### src/sv/sts_pkg.sv
package sts_pkg;

    // Frame geometry
    localparam int CAPTURE_DEPTH = 300;
    localparam int SEARCH_SPAN   = 200;
    localparam int SPAN_EFF      = (SEARCH_SPAN < CAPTURE_DEPTH) ? SEARCH_SPAN : CAPTURE_DEPTH;
    localparam int ADDR_W        = (CAPTURE_DEPTH > 1) ? $clog2(CAPTURE_DEPTH) : 1;
    localparam int SCAN_W        = (SPAN_EFF > 1) ? $clog2(SPAN_EFF) : 1;

    // Field widths
    localparam int ADC_W    = 12;
    localparam int MV_W     = 14;
    localparam int PEAK_W   = 13;
    localparam int TRIG_W   = 8;
    localparam int DI_W     = 7;
    localparam int CENTER_W = 7;
    localparam int HSPAN_W  = 10;
    localparam int ROW_W    = 19;
    localparam int CFG_W    = 14;
    localparam int CFG_IDX_W = 2;

    // ADC to millivolt conversion: v = 5000 - (adc * 6600) >> 12
    localparam int V_OFFSET    = 5000;
    localparam int ADC_GAIN    = 6600;
    localparam int GAIN_W      = 13;
    localparam int CONV_PROD_W = ADC_W + GAIN_W;

    // Display arithmetic
    localparam int SUM_W   = ((TRIG_W > DI_W) ? TRIG_W : DI_W) + 1;
    localparam int DIFF_W  = MV_W + 3;
    localparam int SCALE_W = HSPAN_W + 4;
    localparam int PROD_W  = DIFF_W + SCALE_W - 1;
    localparam int MAG_W   = PROD_W;
    localparam int ROWX_W  = MAG_W + 2;
    localparam int DCNT_W  = $clog2(MAG_W + 1);

    localparam int ROW_MAX = 262143;
    localparam int ROW_MIN = -262144;

    // Register indexes
    localparam logic [CFG_IDX_W-1:0] CFG_TRIGGER_LEVEL = 2'd0;
    localparam logic [CFG_IDX_W-1:0] CFG_MIN_AMPLITUDE = 2'd1;
    localparam logic [CFG_IDX_W-1:0] CFG_CENTER_ROW    = 2'd2;
    localparam logic [CFG_IDX_W-1:0] CFG_HALF_SPAN     = 2'd3;

    // Reset values of the registers
    localparam logic signed [MV_W-1:0] TRIGGER_LEVEL_RST = 14'sd1000;
    localparam logic [PEAK_W-1:0]      MIN_AMPLITUDE_RST = 13'd300;
    localparam logic [CENTER_W-1:0]    CENTER_ROW_RST    = 7'd30;
    localparam logic [HSPAN_W-1:0]     HALF_SPAN_RST     = 10'd180;

    // Divider status toward the sequencer
    typedef struct packed {
        logic busy;
        logic done;
    } div_status_t;

endpackage

### src/sv/sts_div.sv
module sts_div
    import sts_pkg::*;
(
    input  logic              clk,
    input  logic              rst_n,
    input  logic              start,
    input  logic [MAG_W-1:0]  dividend,
    input  logic [PEAK_W-1:0] divisor,
    output div_status_t       status,
    output logic [MAG_W-1:0]  quotient
);

    logic              busy_reg, busy_next;
    logic              done_reg, done_next;
    logic [DCNT_W-1:0] cnt_reg, cnt_next;
    logic [MAG_W-1:0]  quo_reg, quo_next;
    logic [PEAK_W-1:0] rem_reg, rem_next;
    logic [PEAK_W-1:0] dvs_reg, dvs_next;
    logic [PEAK_W:0]   trial;
    logic              fits;

    // One restoring step: shift in the next dividend bit, subtract if it fits
    assign trial = {rem_reg, quo_reg[MAG_W-1]};
    assign fits  = (trial >= {1'b0, dvs_reg});

    always_comb
    begin
        busy_next = busy_reg;
        done_next = 1'b0;
        cnt_next  = cnt_reg;
        quo_next  = quo_reg;
        rem_next  = rem_reg;
        dvs_next  = dvs_reg;
        if (start)
        begin
            busy_next = 1'b1;
            cnt_next  = DCNT_W'(MAG_W - 1);
            quo_next  = dividend;
            rem_next  = '0;
            dvs_next  = divisor;
        end
        else if (busy_reg)
        begin
            quo_next = {quo_reg[MAG_W-2:0], fits};
            rem_next = fits ? PEAK_W'(trial - {1'b0, dvs_reg}) : trial[PEAK_W-1:0];
            cnt_next = cnt_reg - 1'b1;
            if (cnt_reg == '0)
            begin
                busy_next = 1'b0;
                done_next = 1'b1;
            end
        end
    end

    always_ff @(posedge clk or negedge rst_n)
    begin
        if (!rst_n)
        begin
            busy_reg <= 1'b0;
            done_reg <= 1'b0;
            cnt_reg  <= '0;
            quo_reg  <= '0;
            rem_reg  <= '0;
            dvs_reg  <= '0;
        end
        else
        begin
            busy_reg <= busy_next;
            done_reg <= done_next;
            cnt_reg  <= cnt_next;
            quo_reg  <= quo_next;
            rem_reg  <= rem_next;
            dvs_reg  <= dvs_next;
        end
    end

    assign status.busy = busy_reg;
    assign status.done = done_reg;
    assign quotient    = quo_reg;

endmodule

### config.mk
export PLATFORM = sky130hd
export DESIGN_NAME = sts_div
export DESIGN_NICKNAME = d
export VERILOG_FILES = /design/src/sv/sts_pkg.sv /design/src/sv/sts_div.sv
export SDC_FILE = /design/constraint.sdc
export NUM_CORES = 1
export LEC_CHECK = 0
export BUFFER_PORTS_ARGS = -buffer_cell sky130_fd_sc_hd__buf_2
export CAP_MARGIN = 20
export CORE_UTILIZATION = 50
export DETAILED_ROUTE_END_ITERATION = 16
export HOLD_SLACK_MARGIN = 0.08
export PLACE_DENSITY_LB_ADDON = 0.12
export SETUP_SLACK_MARGIN = 0.05
export SLEW_MARGIN = 20
export SYNTH_ARGS = -nofsm -noshare
export SYNTH_HDL_FRONTEND = slang
export SYNTH_SLANG_ARGS = --single-unit
### constraint.sdc
create_clock -name clk -period 2.56 [get_ports clk]
set_clock_uncertainty 0.15 [all_clocks]
set_input_delay 0.256 -clock clk [delete_from_list [all_inputs] [get_ports clk]]
set_output_delay 0.256 -clock clk [all_outputs]
set_load 0.005 [all_outputs]
### Word level (Yosys, flattened, before mapping)

Cells that the tools add are included.

| word-level totals | value |
|---|---|
| input port bits | 46 |
| output and inout port bits | 32 |
| logic and storage cells | 24 |
| flip-flop bits (word level) | 63 |

| operators by class | value |
|---|---|
| order comparisons | 1 |
| reductions and logical operators | 2 |
| $add $sub $neg | 2 |
| multiplexer cells | 13 |

Operators with widths:

| cell | count |
|---|---|
| two-way mux 30 bit | 2 |
| two-way mux 13 bit | 3 |
| >= comparator 14 x 13 -> 1 bit | 1 |
| subtractor 13 bit | 1 |
| two-way mux 5 bit | 2 |
| two-way mux 1 bit | 6 |
| zero test 5 bit | 1 |
| subtractor 5 x 1 -> 5 bit, second input constant | 1 |
| nonzero test 2 bit | 1 |

### Logic depth before layout (Yosys ltp)

| depth | value |
|---|---|
| depth after elaboration | 4 |
| gate-level depth with buffers | 10 |
| mapped depth without buffers | 9 |

### Least setup slack after synthesis

Ideal clock, no wire load.

| path | value |
|---|---|
| path kind | flip-flop to flip-flop |
| start | reg quo_reg[29] (netlist: quotient[29]) |
| end | reg rem_reg[1] |
| buffers on the path | 1 |
| data arrival time | 2.273 ns |
| required time | 2.323 ns |
| setup time | 0.087 ns |
| clock period less this slack | 2.510 ns |
| cell stages (with the launch flop) | 11 |
| path slack | 0.050 ns |
| path through | dfrtp_1 > inv_1 > ha_1 > fa_1 > nand2b_1 > a211oi_1 > o21ai_1 > and3_4 > buf_6 > mux2_4 > a211oi_2 |

| on the way | value |
|---|---|
| word-level cells in the longest chain between the ends | 4 |
| elaborated cells between the ends (all ways) | 5 |
| those cells by class | 1 x add/sub; 1 x order compare; 3 x mux |

RTL lines:

| item | RTL line | RTL |
|---|---|---|
| start, declared | sts_div.sv:16 | `logic [MAG_W-1:0] quo_reg, quo_next;` |
| start signal, assigned | sts_div.sv:71 | `quo_reg <= quo_next;` |
| subtractor 13 bit / >= comparator 14 x 13 -> 1 bit (equally long branches) | sts_div.sv:45, sts_div.sv:24 |  |
| two-way mux 13 bit (*) | sts_div.sv:45 | `rem_next = fits ? PEAK_W'(trial - {1'b0, dvs_reg}) : trial[PEAK_W-1:0];` |
| two-way mux 13 bit (*) | sts_div.sv:42 | `else if (busy_reg)` |
| two-way mux 13 bit (*) | sts_div.sv:34 | `if (start)` |
| end signal, assigned | sts_div.sv:72 | `rem_reg <= rem_next;` |
| end, declared | sts_div.sv:17 | `logic [PEAK_W-1:0] rem_reg, rem_next;` |

Mark *: on every way between the ends. The rest lies on a longest branch, timed or not. The select of a mux whose other input is x is not followed.
A chain may end at the register's enable or synchronous reset.

### Worst setup path in the final report

Ends and elaborated chain as after synthesis.

==> impl_metrics.xml <==
<?xml version="1.0" encoding="UTF-8"?>
<metrics>
  <group name="timing">
    <metric name="final_min_period_over_clock_period" unit="%">94.4</metric>
    <metric name="rsz_0062_raised_after_global_routing" unit="">false</metric>
    <metric name="report.final.hold_viol_count" unit="">0</metric>
    <metric name="slew-limit-headroom" unit="%">61.4</metric>
    <metric name="timing.setup.tns" unit="ns">0</metric>
    <metric name="fmax" unit="GHz">0.414</metric>
    <metric name="setup_viol" unit="">0</metric>
    <metric name="period_minus_slack" unit="ns">2.42</metric>
    <metric name="worst_slew_pin_slew" unit="ns">0.578</metric>
    <metric name="worst_slack" unit="ns">0.144</metric>
    <metric name="number_of_max_slew_violations_in_the_final_report" unit="">0</metric>
  </group>
  <group name="synth">
    <metric name="synth_top_area_share" unit="%">43.4</metric>
    <metric name="async_flop_share" unit="%">100</metric>
    <metric name="ys_top_cells_by_area" unit="">dfrtp_1 43%, mux2i_1 9.1%, o21ai_0 6.9%</metric>
    <metric name="synth.largest_area_cell" unit="">dfrtp_1</metric>
    <metric name="synth_seq_cells" unit="">63</metric>
    <metric name="mean_cell_area_of_the_mapped_netlist" unit="um2">9.23</metric>
    <metric name="post_synth_instance_area" unit="mm2">0.00363</metric>
    <metric name="syn-num-nets" unit="">455</metric>
    <metric name="synth_edf_count" unit="">0</metric>
    <metric name="yosys_warnings" unit="">0</metric>
    <metric name="yosysSeqAreaShare" unit="%">43.4</metric>
    <metric name="synth_cell_type_count" unit="">53</metric>
    <metric name="synthFlopType" unit="">dfrtp_1</metric>
    <metric name="synthesis.instances" unit="">393</metric>
  </group>
  <group name="critical_path">
    <metric name="crit_fanout" unit="">7</metric>
    <metric name="r2r_setup_slack" unit="ns">0.14</metric>
    <metric name="worst-endpoint-arrival" unit="ns">2.53</metric>
    <metric name="worstRegToRegCells" unit="">9</metric>
    <metric name="critical_path_required" unit="ns">2.67</metric>
    <metric name="timing.critical_path.from_type" unit="">register</metric>
    <metric name="setup.worst_path.end_class" unit="">register</metric>
    <metric name="rr_startpoint" unit="">quotient[29]</metric>
    <metric name="crit_type" unit="">reg2reg</metric>
    <metric name="rr_endpoint" unit="">rem_reg[1]</metric>
  </group>
  <group name="die">
    <metric name="floorplan.core_area" unit="mm2">0.00691</metric>
    <metric name="starting_density_of_the_core" unit="%">52.5</metric>
    <metric name="std_cell_rows" unit="">30</metric>
    <metric name="design.portCount" unit="">78</metric>
    <metric name="chipWidth" unit="um">87.2</metric>
    <metric name="die_h" unit="um">87.2</metric>
    <metric name="floorplan.die_area" unit="mm2">0.00760</metric>
  </group>
  <group name="cells_and_area">
    <metric name="sequential_cell_area" unit="mm2">0.00158</metric>
    <metric name="antenna_cells" unit="">0</metric>
    <metric name="final_core_utilization" unit="%">71.4</metric>
    <metric name="flow.area_growth_from_synthesis" unit="%">35.9</metric>
    <metric name="multi_input_area" unit="mm2">0.00194</metric>
    <metric name="finish.instance_area" unit="mm2">0.00493</metric>
    <metric name="largest_register_ff_count" unit="">30</metric>
    <metric name="leading_cell_type_in_the_layout_fill_and_taps_excluded" unit="">buf_2</metric>
    <metric name="most-common-layout-cells" unit="">77 x buf_2, 62 x dfrtp_1, 59 x nand2_1</metric>
    <metric name="fill_cells" unit="">553</metric>
    <metric name="final_layout_net_count" unit="">579</metric>
    <metric name="post_route_cells_drive_above_1_share" unit="%">26.6</metric>
  </group>
  <group name="global_route">
    <metric name="global_route.usage.total" unit="%">24.9</metric>
    <metric name="grt_pass1_vias" unit="">3035</metric>
    <metric name="pin_count_of_the_biggest_net_entering_global_routing" unit="">42</metric>
    <metric name="initial_antenna_violation_count" unit="">0</metric>
    <metric name="grt_pass1_wl" unit="mm">14.4</metric>
    <metric name="grt_overflow" unit="">0</metric>
  </group>
  <group name="placed_design">
    <metric name="routabilityCongestion" unit="">0.898</metric>
    <metric name="place_area" unit="mm2">0.00415</metric>
    <metric name="hpwl" unit="mm">5.72</metric>
    <metric name="buffer_ports.inserted" unit="">77</metric>
    <metric name="post-place-ws" unit="ns">0.0337</metric>
  </group>
  <group name="route">
    <metric name="drc_errors" unit="">0</metric>
    <metric name="route.antenna.remaining_nets" unit="">0</metric>
    <metric name="initialDrtViolationCount" unit="">122</metric>
    <metric name="detailedRoute.firstPassIterationCount" unit="">4</metric>
    <metric name="wirelength" unit="mm">9.31</metric>
    <metric name="drt-vias-per-instance" unit="">5.32</metric>
    <metric name="vias" unit="">3289</metric>
    <metric name="routed_wire_length_per_instance" unit="um">15.1</metric>
  </group>
  <group name="cts">
    <metric name="cts_tree" unit="">yes</metric>
    <metric name="clk_pin_slew" unit="ns">0.08</metric>
    <metric name="cts-root-to-sink-buffers" unit="">2</metric>
    <metric name="clock_sink_count" unit="">63</metric>
    <metric name="cts_inserted_buffers" unit="">9</metric>
    <metric name="h-tree-depth" unit="">3</metric>
    <metric name="worst_skew_pair.late_latency" unit="ns">0.35</metric>
    <metric name="root_buffer" unit="">clkbuf_8</metric>
  </group>
  <group name="hold_path">
    <metric name="timing.hold.worst_endpoint" unit="">quotient[4]</metric>
    <metric name="timing.hold.worst.start" unit="">start</metric>
    <metric name="holdCritPathClass" unit="">in2reg</metric>
    <metric name="holdPathStages" unit="">3</metric>
  </group>
  <group name="pwr">
    <metric name="power_leakage" unit="nW">2.49</metric>
    <metric name="power.density_cell_area" unit="mW/mm2">802</metric>
    <metric name="max-vdd-ir-drop" unit="mV">0.477</metric>
  </group>
  <group name="job">
    <metric name="max_cap_violations" unit="">0</metric>
  </group>
  <group name="outcome">
    <metric name="status" unit="">finished, final reports clean</metric>
  </group>
</metrics>
-- cell usage after synthesis (4+ instances only) --
library cell / n
a211oi_1: 8
or3_1: 4
nand2_1: 59
nand3_1: 5
xnor2_1: 4
a21oi_1: 12
ha_1: 15
clkbuf_1: 15
buf_1: 4
dfrtp_1: 63
a21o_1: 4
a311oi_1: 7
o21ai_0: 50
mux2i_1: 33
nor2_1: 25
nand2b_1: 7
inv_1: 20
nor3b_1: 5
-- cell type report --
| type | instances | share of cell area (%) |
|---|---|---|
| Inverter | 20 | 1.52 |
| Clock inverter | 6 | 1.88 |
| Timing Repair Buffer | 139 | 20.0 |
| Multi-Input combinational cell | 284 | 39.4 |
| Clock buffer | 10 | 2.79 |
| Sequential cell | 63 | 32.0 |
| Tap cell | 96 | 2.44 |
-- critical path, stage by stage, from the launching register on --
cell	delay, ns
dfrtp_1	0.38
inv_2	0.06
ha_4	0.16
fa_2	0.33
nand2b_4	0.17
a211oi_2	0.26
o21ai_2	0.11
and3_4	0.23
mux2_4	0.31
a211oi_2	0.18
-- logic make-up (layout without fill, tap and decap cells) --
kind of cell | Yosys count | after routing | share of synthesized area (%)
xor+xnor | 5 | 5 | 1.21
compound gates | 101 | 101 | 17.4
buf+inv | 46 | 175 | 5.38
simple gates | 126 | 126 | 16.7
fa+ha+maj | 16 | 16 | 5.72
flops | 63 | 63 | 43.4
mux | 36 | 36 | 10.1
-- power breakdown --
group | leakage [nW] | internal [mW] | switching [mW]
Combinational | 1.61 | 0.791 | 0.897
Clock | 0.109 | 0.579 | 0.419
Sequential | 0.773 | 1.14 | 0.130
-- worst max-delay path by stage --
stage | startpoint | end | slack, ns | cells after the start
after CTS | rem_reg[2] | rem_reg[10] | 0.07 | 7
after detailed placement | rem_reg[6] | rem_reg[0] | 0.03 | 7
after floorplan | quotient[29] | rem_reg[1] | 0.1 | 10
after global routing | rem_reg[8] | rem_reg[11] | 0.004 | 8
after global placement | quotient[29] | rem_reg[1] | 0.09 | 9
final | quotient[29] | rem_reg[1] | 0.14 | 9
-- per-stage QoR --
step                      std cells  total power, mW  hold slack, ns
after global placement          553             2.70           0.129
after detailed placement        553             2.73           0.127
after floorplan                 393             2.33          -0.190
final                           618             3.96           0.268
after CTS                       614             3.82           0.256
after global routing            618             4.20           0.300
-- layer usage --
layer  global-route usage [%]  share of wire, %  wire length, um  up-vias
met3                     7.49               5.8              538       14
met4                     7.60               1.4              134        0
met2                     39.2                48             4470      101
li1                         -                 -                -     1639
met5                        0                 0                0        -
met1                     33.1                45             4170     1535
-- repair_timing --
action,in CTS,in global routing
setup endpoints to repair,2,13
gates resized for setup,2,14
buffers inserted,1,4
pin swaps,2,9
gates cloned,0,0
endpoints found under the hold margin,65,0
hold buffers,44,0
Note: power is estimated with default switching activity, not from simulation.
